<file path="src/design/wfrm_pkg.sv">
// Package for the windowed frame rate meter: types, sizes and constants.
package wfrm_pkg;

	localparam int WINDOW_SAMPLES = 60;
	localparam int INTERVAL_BITS  = 32;
	localparam int FRACTION_BITS  = 16;

	localparam int TIME_W  = 64;
	localparam int RATE_W  = 32;
	localparam int SLOT_W  = $clog2(WINDOW_SAMPLES);
	localparam int CNT_W   = $clog2(WINDOW_SAMPLES + 1);
	localparam int SUM_W   = INTERVAL_BITS + $clog2(WINDOW_SAMPLES);
	localparam int NS_W    = 30;
	localparam int PROD_W  = CNT_W + NS_W;
	localparam int NUM_W   = PROD_W + FRACTION_BITS;
	localparam int STEP_W  = $clog2(NUM_W + 1);

	localparam logic [NS_W-1:0] NS_PER_SECOND = NS_W'(1000000000);

	typedef struct packed {
		logic [TIME_W-1:0] time_ns;
		logic              time_ok;
	} sample_t;

	typedef struct packed {
		logic [RATE_W-1:0] rate_q16;
		logic              rate_saturated;
	} rate_t;

	typedef enum logic [2:0] {
		ST_IDLE,
		ST_PREP,
		ST_SUM,
		ST_MUL,
		ST_DIV,
		ST_DONE
	} state_t;

endpackage

</file>
<file path="src/design/wfrm_div.sv">
// Bit-serial restoring divider, one quotient bit per cycle.
module wfrm_div (
	input  logic                          clk,
	input  logic                          arst_n,
	input  logic                          start,
	input  logic [wfrm_pkg::NUM_W-1:0]    num,
	input  logic [wfrm_pkg::SUM_W-1:0]    den,
	output logic                          done,
	output logic [wfrm_pkg::NUM_W-1:0]    quot
);

	logic                          busy_q;
	logic                          done_q;
	logic [wfrm_pkg::STEP_W-1:0]   step_q;
	logic [wfrm_pkg::SUM_W-1:0]    den_q;
	logic [wfrm_pkg::SUM_W-1:0]    rem_q;
	logic [wfrm_pkg::NUM_W-1:0]    quo_q;

	logic [wfrm_pkg::SUM_W:0]      rem_shift;
	logic [wfrm_pkg::SUM_W:0]      rem_diff;
	logic                          fits;

	// shift in next dividend bit, trial subtract
	assign rem_shift = {rem_q, quo_q[wfrm_pkg::NUM_W-1]};
	assign rem_diff  = rem_shift - {1'b0, den_q};
	assign fits      = (rem_shift >= {1'b0, den_q});

	always_ff @(posedge clk or negedge arst_n) begin
		if (!arst_n) begin
			busy_q <= 1'b0;
			done_q <= 1'b0;
			step_q <= '0;
		end else begin
			done_q <= 1'b0;
			if (start) begin
				busy_q <= 1'b1;
				step_q <= '0;
			end else if (busy_q) begin
				step_q <= step_q + 1'b1;
				if (step_q == wfrm_pkg::STEP_W'(wfrm_pkg::NUM_W - 1)) begin
					busy_q <= 1'b0;
					done_q <= 1'b1;
				end
			end
		end
	end

	always_ff @(posedge clk) begin
		if (start) begin
			den_q <= den;
			rem_q <= '0;
			quo_q <= num;
		end else if (busy_q) begin
			rem_q <= fits ? rem_diff[wfrm_pkg::SUM_W-1:0] : rem_shift[wfrm_pkg::SUM_W-1:0];
			quo_q <= {quo_q[wfrm_pkg::NUM_W-2:0], fits};
		end
	end

	assign done = done_q;
	assign quot = quo_q;

endmodule

</file>
<file path="src/design/windowed_frame_rate_meter.sv">
// Windowed frame rate meter: top level, sequencer, interval ring and running sum.
// Sequence: ST_IDLE takes the sample, ST_PREP forms the interval; a failed read or the
// seeding stamp goes to ST_DONE, else ST_SUM, ST_MUL, for a nonzero sum ST_DIV, then ST_DONE.
// Throughput: one sample at a time; sample_stall stays high until the sequencer is idle,
// which ST_DONE delays while rate_stall holds a result.
// Reset: arst_n clears sum, fill count, slot, seed flag and previous stamp at once;
// ring slots beyond the fill count read as zero, so the ring itself needs no clearing.
module windowed_frame_rate_meter (
	input  logic              clk,
	input  logic              arst_n,
	input  logic              sample_valid,
	output logic              sample_stall,
	input  wfrm_pkg::sample_t sample,
	output logic              rate_valid,
	input  logic              rate_stall,
	output wfrm_pkg::rate_t   rate
);

	localparam logic [wfrm_pkg::INTERVAL_BITS-1:0] INTERVAL_MAX = '1;

	wfrm_pkg::state_t state_q, state_d;

	// working registers
	wfrm_pkg::sample_t                   sample_q;
	logic [wfrm_pkg::TIME_W-1:0]         prev_q;
	logic                                seeded_q;
	logic [wfrm_pkg::SUM_W-1:0]          sum_q;
	logic [wfrm_pkg::SLOT_W-1:0]         slot_q;
	logic [wfrm_pkg::CNT_W-1:0]          count_q;
	logic [wfrm_pkg::INTERVAL_BITS-1:0]  iv_q;
	logic [wfrm_pkg::NUM_W-1:0]          num_q;
	wfrm_pkg::rate_t                     res_q;

	// interval ring
	logic [wfrm_pkg::INTERVAL_BITS-1:0]  ring_mem [wfrm_pkg::WINDOW_SAMPLES];
	logic [wfrm_pkg::INTERVAL_BITS-1:0]  ring_rd_q;

	// output register
	wfrm_pkg::rate_t                     rate_q;
	logic                                rate_valid_q;

	// sequencer outputs
	logic                                take;
	logic                                ring_re;
	logic                                ring_we;
	logic                                div_start;
	logic                                load_out;

	logic                                div_start_q;
	logic                                div_done;
	logic [wfrm_pkg::NUM_W-1:0]          div_quot;

	// interval: backward time is zero, long gaps saturate
	logic [wfrm_pkg::TIME_W:0]           diff;
	logic [wfrm_pkg::INTERVAL_BITS-1:0]  iv_d;
	logic                                full;
	logic [wfrm_pkg::INTERVAL_BITS-1:0]  old_iv;
	logic [wfrm_pkg::PROD_W-1:0]         prod;

	assign diff = {1'b0, sample_q.time_ns} - {1'b0, prev_q};

	always_comb begin
		if (diff[wfrm_pkg::TIME_W])
			iv_d = '0;
		else if (diff[wfrm_pkg::TIME_W-1:wfrm_pkg::INTERVAL_BITS] != '0)
			iv_d = INTERVAL_MAX;
		else
			iv_d = diff[wfrm_pkg::INTERVAL_BITS-1:0];
	end

	// before the ring wraps, the slot being replaced was never written
	assign full   = (count_q == wfrm_pkg::CNT_W'(wfrm_pkg::WINDOW_SAMPLES));
	assign old_iv = full ? ring_rd_q : '0;
	assign prod   = wfrm_pkg::PROD_W'(count_q) * wfrm_pkg::PROD_W'(wfrm_pkg::NS_PER_SECOND);

	// sequencer
	always_comb begin
		state_d   = state_q;
		take      = 1'b0;
		ring_re   = 1'b0;
		ring_we   = 1'b0;
		div_start = 1'b0;
		load_out  = 1'b0;
		unique case (state_q)
			wfrm_pkg::ST_IDLE: begin
				if (sample_valid) begin
					take    = 1'b1;
					state_d = wfrm_pkg::ST_PREP;
				end
			end
			wfrm_pkg::ST_PREP: begin
				if (sample_q.time_ok && seeded_q) begin
					ring_re = 1'b1;
					state_d = wfrm_pkg::ST_SUM;
				end else begin
					state_d = wfrm_pkg::ST_DONE;
				end
			end
			wfrm_pkg::ST_SUM: begin
				ring_we = 1'b1;
				state_d = wfrm_pkg::ST_MUL;
			end
			wfrm_pkg::ST_MUL: begin
				if (sum_q == '0) begin
					state_d = wfrm_pkg::ST_DONE;
				end else begin
					div_start = 1'b1;
					state_d   = wfrm_pkg::ST_DIV;
				end
			end
			wfrm_pkg::ST_DIV: begin
				if (div_done)
					state_d = wfrm_pkg::ST_DONE;
			end
			wfrm_pkg::ST_DONE: begin
				if (!rate_valid_q || !rate_stall) begin
					load_out = 1'b1;
					state_d  = wfrm_pkg::ST_IDLE;
				end
			end
			default: state_d = wfrm_pkg::ST_IDLE;
		endcase
	end

	assign sample_stall = (state_q != wfrm_pkg::ST_IDLE);

	always_ff @(posedge clk or negedge arst_n) begin
		if (!arst_n) begin
			state_q      <= wfrm_pkg::ST_IDLE;
			prev_q       <= '0;
			seeded_q     <= 1'b0;
			sum_q        <= '0;
			slot_q       <= '0;
			count_q      <= '0;
			rate_valid_q <= 1'b0;
		end else begin
			state_q <= state_d;
			if (state_q == wfrm_pkg::ST_PREP && sample_q.time_ok) begin
				seeded_q <= 1'b1;
				prev_q   <= sample_q.time_ns;
			end
			if (ring_we) begin
				sum_q  <= sum_q - wfrm_pkg::SUM_W'(old_iv) + wfrm_pkg::SUM_W'(iv_q);
				slot_q <= (slot_q == wfrm_pkg::SLOT_W'(wfrm_pkg::WINDOW_SAMPLES - 1)) ?
					'0 : slot_q + 1'b1;
				if (!full)
					count_q <= count_q + 1'b1;
			end
			if (load_out)
				rate_valid_q <= 1'b1;
			else if (!rate_stall)
				rate_valid_q <= 1'b0;
		end
	end

	// payload registers
	always_ff @(posedge clk) begin
		if (take)
			sample_q <= sample;
		if (state_q == wfrm_pkg::ST_PREP) begin
			iv_q  <= iv_d;
			res_q <= '0;
		end
		if (state_q == wfrm_pkg::ST_MUL)
			num_q <= wfrm_pkg::NUM_W'(prod) << wfrm_pkg::FRACTION_BITS;
		if (div_done) begin
			if (div_quot[wfrm_pkg::NUM_W-1:wfrm_pkg::RATE_W] != '0) begin
				res_q.rate_q16       <= '1;
				res_q.rate_saturated <= 1'b1;
			end else begin
				res_q.rate_q16       <= div_quot[wfrm_pkg::RATE_W-1:0];
				res_q.rate_saturated <= 1'b0;
			end
		end
		if (load_out)
			rate_q <= res_q;
	end

	// ring: one write and one registered read per cycle
	always_ff @(posedge clk) begin
		if (ring_we)
			ring_mem[slot_q] <= iv_q;
		if (ring_re)
			ring_rd_q <= ring_mem[slot_q];
	end

	// start is registered, so the divider starts in the cycle after ST_MUL, with the numerator already registered
	always_ff @(posedge clk or negedge arst_n) begin
		if (!arst_n)
			div_start_q <= 1'b0;
		else
			div_start_q <= div_start;
	end

	// num_q is written in ST_MUL and read by the divider on the following start edge
	wfrm_div u_div (
		.clk    (clk),
		.arst_n (arst_n),
		.start  (div_start_q),
		.num    (num_q),
		.den    (sum_q),
		.done   (div_done),
		.quot   (div_quot)
	);

	assign rate_valid = rate_valid_q;
	assign rate       = rate_q;

	// fill count never passes the window
	a_count_range: assert property (@(posedge clk) disable iff (!arst_n)
		count_q <= wfrm_pkg::CNT_W'(wfrm_pkg::WINDOW_SAMPLES))
		else $error("fill count beyond window");

	// slot stays inside the ring
	a_slot_range: assert property (@(posedge clk) disable iff (!arst_n)
		slot_q < wfrm_pkg::SLOT_W'(wfrm_pkg::WINDOW_SAMPLES))
		else $error("ring slot out of range");

	// empty ring means zero sum
	a_empty_sum: assert property (@(posedge clk) disable iff (!arst_n)
		(count_q == '0) |-> (sum_q == '0))
		else $error("nonzero sum with empty ring");

	// divider finishes only while the sequencer waits on it
	a_div_done: assert property (@(posedge clk) disable iff (!arst_n)
		div_done |-> (state_q == wfrm_pkg::ST_DIV))
		else $error("divider done outside divide state");

	// saturation flag always comes with an all-ones rate
	a_sat_value: assert property (@(posedge clk) disable iff (!arst_n)
		(rate_valid && rate.rate_saturated) |-> (rate.rate_q16 == '1))
		else $error("saturated rate not at maximum");

endmodule

</file>
<file path="config.mk">
export PLATFORM = sky130hd
export DESIGN_NAME = windowed_frame_rate_meter
export DESIGN_NICKNAME = d
export VERILOG_FILES = /design/src/design/wfrm_pkg.sv /design/src/design/wfrm_div.sv /design/src/design/windowed_frame_rate_meter.sv
export SDC_FILE = /design/constraint.sdc
export NUM_CORES = 2
export LEC_CHECK = 0
export BUFFER_PORTS_ARGS = -buffer_cell sky130_fd_sc_hd__buf_2
export CAP_MARGIN = 20
export CORE_MARGIN = 10
export CORE_UTILIZATION = 55
export CTS_CLUSTER_SIZE = 40
export DETAILED_ROUTE_END_ITERATION = 10
export GPL_TIMING_DRIVEN = 0
export PLACE_DENSITY_LB_ADDON = 0.1
export SYNTH_ARGS = -nofsm -noshare
export SYNTH_HDL_FRONTEND = slang
export SYNTH_SLANG_ARGS = --single-unit
</file>
<file path="constraint.sdc">
create_clock -name clk -period 12.8 [get_ports clk]
set_clock_uncertainty 0.2 [all_clocks]
set_input_delay 2.56 -clock clk [delete_from_list [all_inputs] [get_ports clk]]
set_output_delay 2.56 -clock clk [all_outputs]
set_load 0.005 [all_outputs]
</file>
# After elaboration in Yosys (flattened, before gate mapping)
# Memories as Yosys holds them, arrays and structs flattened. A register that Yosys moved wholly into a read port is not among the register bits.
# Cells that the tools add are included.
[totals]
reg_bits = 446
out_inout_bits = 35
inputBits = 69
word_cells = 96
mem_count = 1
ram_bits = 1920
[op_classes]
addsub = 7
n_bitwise = 1
n_reduce_logical = 14
n_eq_ne = 12
n_mux = 36
order_cmp = 1
multipliers = 1
[memory_table]
columns = ["name", "depth", "word_bits", "read_ports", "rd_clocked_by_memory_dff", "write_ports", "line", "source"]
rows = [
  ["ring_mem", 60, 32, 1, 1, 1, "windowed_frame_rate_meter.sv:35", "logic [wfrm_pkg::INTERVAL_BITS-1:0] ring_mem [wfrm_pkg::WINDOW_SAMPLES];"],
]
[op_table]
columns = ["op", "count"]
rows = [
  ["52-bit two-way mux", 2],
  ["33-bit two-way mux", 3],
  ["64-bit by 64-bit subtractor with 65-bit output", 1],
  ["32-bit two-way mux", 2],
  ["39-bit by 38-bit greater-or-equal comparator with 1-bit output", 1],
  ["38-bit by 32-bit adder with 38-bit output", 1],
  ["38-bit zero test", 1],
  ["38-bit two-way mux", 1],
  ["38-bit by 32-bit subtractor with 38-bit output", 1],
  ["38-bit subtractor", 1],
  ["32-bit nonzero test", 1],
  ["6-bit by 21-bit multiplier with 27-bit output (second input constant)", 1],
  ["1-bit two-way mux", 20],
  ["20-bit nonzero test", 1],
  ["6-bit by 1-bit adder with 6-bit output (second input constant)", 3],
  ["6-bit == test (second input constant)", 3],
  ["6-bit two-way mux", 3],
  ["3-bit case mux with 6 select lines", 1],
  ["3-bit two-way mux", 4],
  ["3-bit by 2-bit == test with 1-bit output (second input constant)", 2],
  ["3-bit == test (second input constant)", 2],
  ["2-bit by 1-bit inequality test with 1-bit output (second input constant)", 2],
  ["2-bit inequality test (second input constant)", 2],
  ["2-bit nonzero test", 2],
  ["other kinds (9)", 11],
]

# Longest topological paths before layout
[depth]
word_depth = 5
mapped_depth = 21

# By module
# From an unflattened synthesis, not the netlist that was laid out.
[hier_totals]
cells_unflattened = 6492
area_unflattened_um2 = 98410.6
[by_module_without_submodules]
columns = ["mod", "seq_area_each_um2", "n_inst", "cells_per_inst", "area_each_um2"]
rows = [
  ["windowed_frame_rate_meter", 67324.6, 1, 5760, 90800.8],
  ["wfrm_div", 3663.5, 1, 732, 7609.8],
]

# Worst setup path before layout
# OpenSTA, ideal clock, no wires.
[synth_path]
path_kind = "input-to-reg"
startpoint = "input port sample_valid"
endpoint = "register sample_q[0] in the netlist's numbering, enable pin"
cell_stages = 2
n_path_buf = 0
required_ns = 12.112
t_arrival_ns = 5.296
setup_slack_ns = 6.816
path_cell_list = "inv_1 nor2_1"
[synth_between]
elab_chain_cells = 2
[synth_lines]
columns = ["element", "line", "source"]
rows = [
  ["from (decl)", "windowed_frame_rate_meter.sv:11", "input logic sample_valid,"],
  ["1-bit two-way mux", "windowed_frame_rate_meter.sv:86", "if (sample_valid) begin"],
  ["1-bit two-way mux", "windowed_frame_rate_meter.sv:84", "unique case (state_q)"],
  ["via take", "windowed_frame_rate_meter.sv:43", "logic take;"],
  ["to (signal assigned)", "windowed_frame_rate_meter.sv:159", "sample_q <= sample;"],
  ["to (decl)", "windowed_frame_rate_meter.sv:24", "wfrm_pkg::sample_t sample_q;"],
]
# The timed path passes the listed nets, and every way through them passes these cells.
# A chain may end at the register's enable or synchronous reset.

# Final worst setup path
[layout_path]
startpoint = "register slot_q[1] in the netlist's numbering"
endpoint = "memory ring_mem[35][18] in the netlist's numbering, enable pin"
[layout_rtl]
columns = ["element", "line", "source"]
rows = [
  ["from (decl)", "windowed_frame_rate_meter.sv:28", "logic [wfrm_pkg::SLOT_W-1:0] slot_q;"],
  ["from (signal assigned)", "windowed_frame_rate_meter.sv:144", "slot_q <= (slot_q == wfrm_pkg::SLOT_W'(wfrm_pkg::WINDOW_SAMPLES - 1)) ?"],
  ["to (decl)", "windowed_frame_rate_meter.sv:35", ""],
]
# No word-level cell before the write port.

==> flow_metrics.env <==
export IMPL_status="finished, final reports clean"
export IMPL_postRouteWirelength_um=358200
export IMPL_synth_commonest_cells="edfxtp_1 (2232), a22oi_1 (513), nand2_1 (357)"
export IMPL_muxShareOfSynthArea=0.01881
export IMPL_synth_top_area_cell="edfxtp_1"
export IMPL_grt_pass1_vias=62564
export IMPL_yosys_area_share_simple=0.04882
export IMPL_cellPowerDensity_nw_per_um2=246.6
export IMPL_drv_slew=0
export IMPL_drtIter0Drc=11748
export IMPL_synthCells=6445
export IMPL_synth_cell_area_sq_um=98170
export IMPL_cts_path_max_buffers=3
export IMPL_hold_viol_final=0
export IMPL_rr_endpoint="ring_mem[35][18]"
export IMPL_ys_seq_area_frac=0.7231
export IMPL_fin_setup_tns_ns=0
export IMPL_chipWidth_um=442.5
export IMPL_dp_cells=9149
export IMPL_seq_power_share=0.378
export IMPL_worst_ep_required_time_ns=13.20
export IMPL_clockRootBuffer="clkbuf_16"
export IMPL_arrival_ns=7.97
export IMPL_synth_most_common_cell="edfxtp_1"
export IMPL_p_int_uw=17600
export IMPL_drtAntennaViolNets=0
export IMPL_ff2ff_path_depth=11
export IMPL_grt_pass1_wl_um=490200
export IMPL_synth_flop_cell="edfxtp_1"
export IMPL_cp_endpoint="ring_mem[35][18]"
export IMPL_postCtsResizedCells=0
export IMPL_viasPerCell=7.000
export IMPL_globalplace_congestion=0.9390
export IMPL_clkTransAtPathRegs_ns=0.06
export IMPL_ir_drop_mv=0.1576
export IMPL_utilization=0.6524
export IMPL_pwr_share_comb=0.383
export IMPL_reg2reg_from="slot_q[1]"
export IMPL_hpwl_um=248400
export IMPL_synth_top_area_share=0.6828
export IMPL_synth_compound_area_frac=0.1332
export IMPL_io_pins=104
export IMPL_tightest_slew_ns=1.341
export IMPL_crit_start="slot_q[1]"
export IMPL_critPathLaunchType="flip-flop"
export IMPL_fin_cells=9627
export IMPL_crit_fanout=15
export IMPL_ys_warn_count=0
export IMPL_min_period_over_period=0.5912
export IMPL_whs_ns=0.2150
export IMPL_area_growth_pct=17.56
export IMPL_drc=0
export IMPL_rsz0062_at_grt="false"
export IMPL_htree_levels=4
export IMPL_min_path_type="reg2reg"
export IMPL_avgSynthCellArea_sq_um=15.23
export IMPL_layout_drive_gt1_share=0.1369
export IMPL_dr_total_vias=67386
export IMPL_synth_edf_count=2232
export IMPL_switchingPower_uw=10860
export IMPL_synth_top_family_by_area="compound AO/OA/AOI/OAI gates"
export IMPL_grt_overflow_total=0
export IMPL_synthXorXnorAreaFrac=0.01187
export IMPL_maxCapViolCount=0
export IMPL_coreArea_sq_um=176900
export IMPL_clk_latency_ns=0.95
export IMPL_switching_share=0.3815
export IMPL_wl_per_cell_um=37.20
export IMPL_ys_ff_latch=2398
export IMPL_cts_inserted_buffers=233
export IMPL_slew_headroom=0.1059
export IMPL_antenna_found_initial=33
export IMPL_criticalPathCategory="reg2reg"
export IMPL_core_rowCount=154
export IMPL_grtUsageTotal=0.3555
export IMPL_cts_tree="done"
export IMPL_ff2ff_setup_slack_ns=5.23
export IMPL_power_leakage_uw=0.03925
export IMPL_post_synth_fa_ha_maj_area_fraction=0.03755
export IMPL_grt_max_degree=73
export IMPL_die_area_sq_um=195800
export IMPL_synth_distinct_cells=90
export IMPL_cts_setup_buffers=0
export IMPL_nets=7394
export IMPL_finalSetupViolations=0
export IMPL_hold_buffers=0
export IMPL_start_util=0.5550
export IMPL_dieHeight_um=442.5
export IMPL_clock_sinks=2398
export IMPL_ys_async_sr_fraction=0.05338
export IMPL_min_period_ns=7.568
export IMPL_dr_pass1_iters=8
export IMPL_portBuffers=103
export IMPL_total_power_uw=28460
export IMPL_max_freq_ghz=0.1321
export IMPL_synthTopCellsByArea="edfxtp_1 (68%), a22oi_1 (3.9%), dfrtp_1 (3.3%), ha_1 (2.5%), a221oi_1 (1.4%)"
export IMPL_syn_nets=6772
export IMPL_power_share_clock=0.239
export IMPL_endpoint_kind="flip-flop"
-- worst max-delay path, cell delays in order, from the launching register on --
cell	delay [ns]
dfrtp_1	0.41
clkbuf_1	0.32
nor2b_1	0.40
and2_1	0.21
clkbuf_1	0.56
buf_1	0.99
clkbuf_1	0.88
clkbuf_1	0.93
nand2_1	0.85
nor2_4	0.98
buf_16	0.27
buf_16	0.19
-- state kept, by name (all words and copies together) (netlist names), 27 cells and up --
signal       cells
u_div.den_q     38
num_q           27
iv_q            32
prev_q          64
sum_q           38
sample_q        65
u_div.rem_q     38
u_div.quot      52
ring_rd_q       32
rate            33
res_q           33
ring_mem      1920
-- area by class of cell --
type,count,area [sq um]
sequential,2398,70990
fill,12391,61480
multi-input combinational,3364,25090
timing repair buffer,387,6182
clock buffer,286,6030
tap,2340,2928
clock inverter,149,1484
buffer,357,1430
inverter,326,1224
antenna,20,50.05
-- worst min-delay path by stage --
| stage | start | endpoint | slack [ns] | cells after the start |
|---|---|---|---|---|
| after floorplan | res_q[0] | rate[0] | 0.20 | 0 |
| after global placement | res_q[5] | rate[5] | 0.20 | 0 |
| after detailed placement | res_q[14] | rate[14] | 0.20 | 0 |
| after CTS | res_q[2] | rate[2] | 0.22 | 0 |
| after global routing | res_q[19] | rate[19] | 0.22 | 0 |
| final | res_q[2] | rate[2] | 0.22 | 0 |
-- per-layer routing --
layer,GRT usage,share of wire
met1,0.4588,0.35
met2,0.4958,0.41
met3,0.1537,0.16
met4,0.2118,0.077
met5,0.01294,0.0022
-- cell usage in the layout (no fill, tap or decap), types with 163 or more instances in the layout --
cell type / netlist / final
a21oi_1: 227 / 226
inv_1: 325 / 324
a31oi_1: 163 / 163
o21ai_0: 219 / 219
clkbuf_1: 250 / 282
edfxtp_1: 2232 / 2232
ha_1: 197 / 197
nand2_1: 357 / 357
a22oi_1: 513 / 513
clkbuf_16: 0 / 233
-- per-stage QoR --
| step | area (sq um) | setup slack (ns) |
|---|---|---|
| 2_1_floorplan | 98170 | 6.816 |
| 6_report | 115400 | 5.232 |
| 5_1_grt | 115400 | 5.367 |
| 3_5_place_dp | 107600 | 5.710 |
| 4_1_cts | 115100 | 5.678 |
| 3_3_place_gp | 101600 | 1.751 |
-- power groups by stage --
stage	clock (uW)	combinational (uW)	sequential, uW
3_3_place_gp	0	8500	11800
6_report	6810	10900	10700
3_5_place_dp	0	10300	10900
5_1_grt	7100	11400	10800
2_1_floorplan	0	5530	11000
4_1_cts	6790	10400	10700
-- cell families after synthesis --
kind of cell             count (synthesis)
multiplexers                           128
AO/OA/AOI/OAI                         1832
flip-flops                            2398
adder cells (fa/ha/maj)                258
XOR/XNOR                               133
buffers and inverters                  683
AND/OR/NAND/NOR                       1013
(Power assumes the default switching activity.)
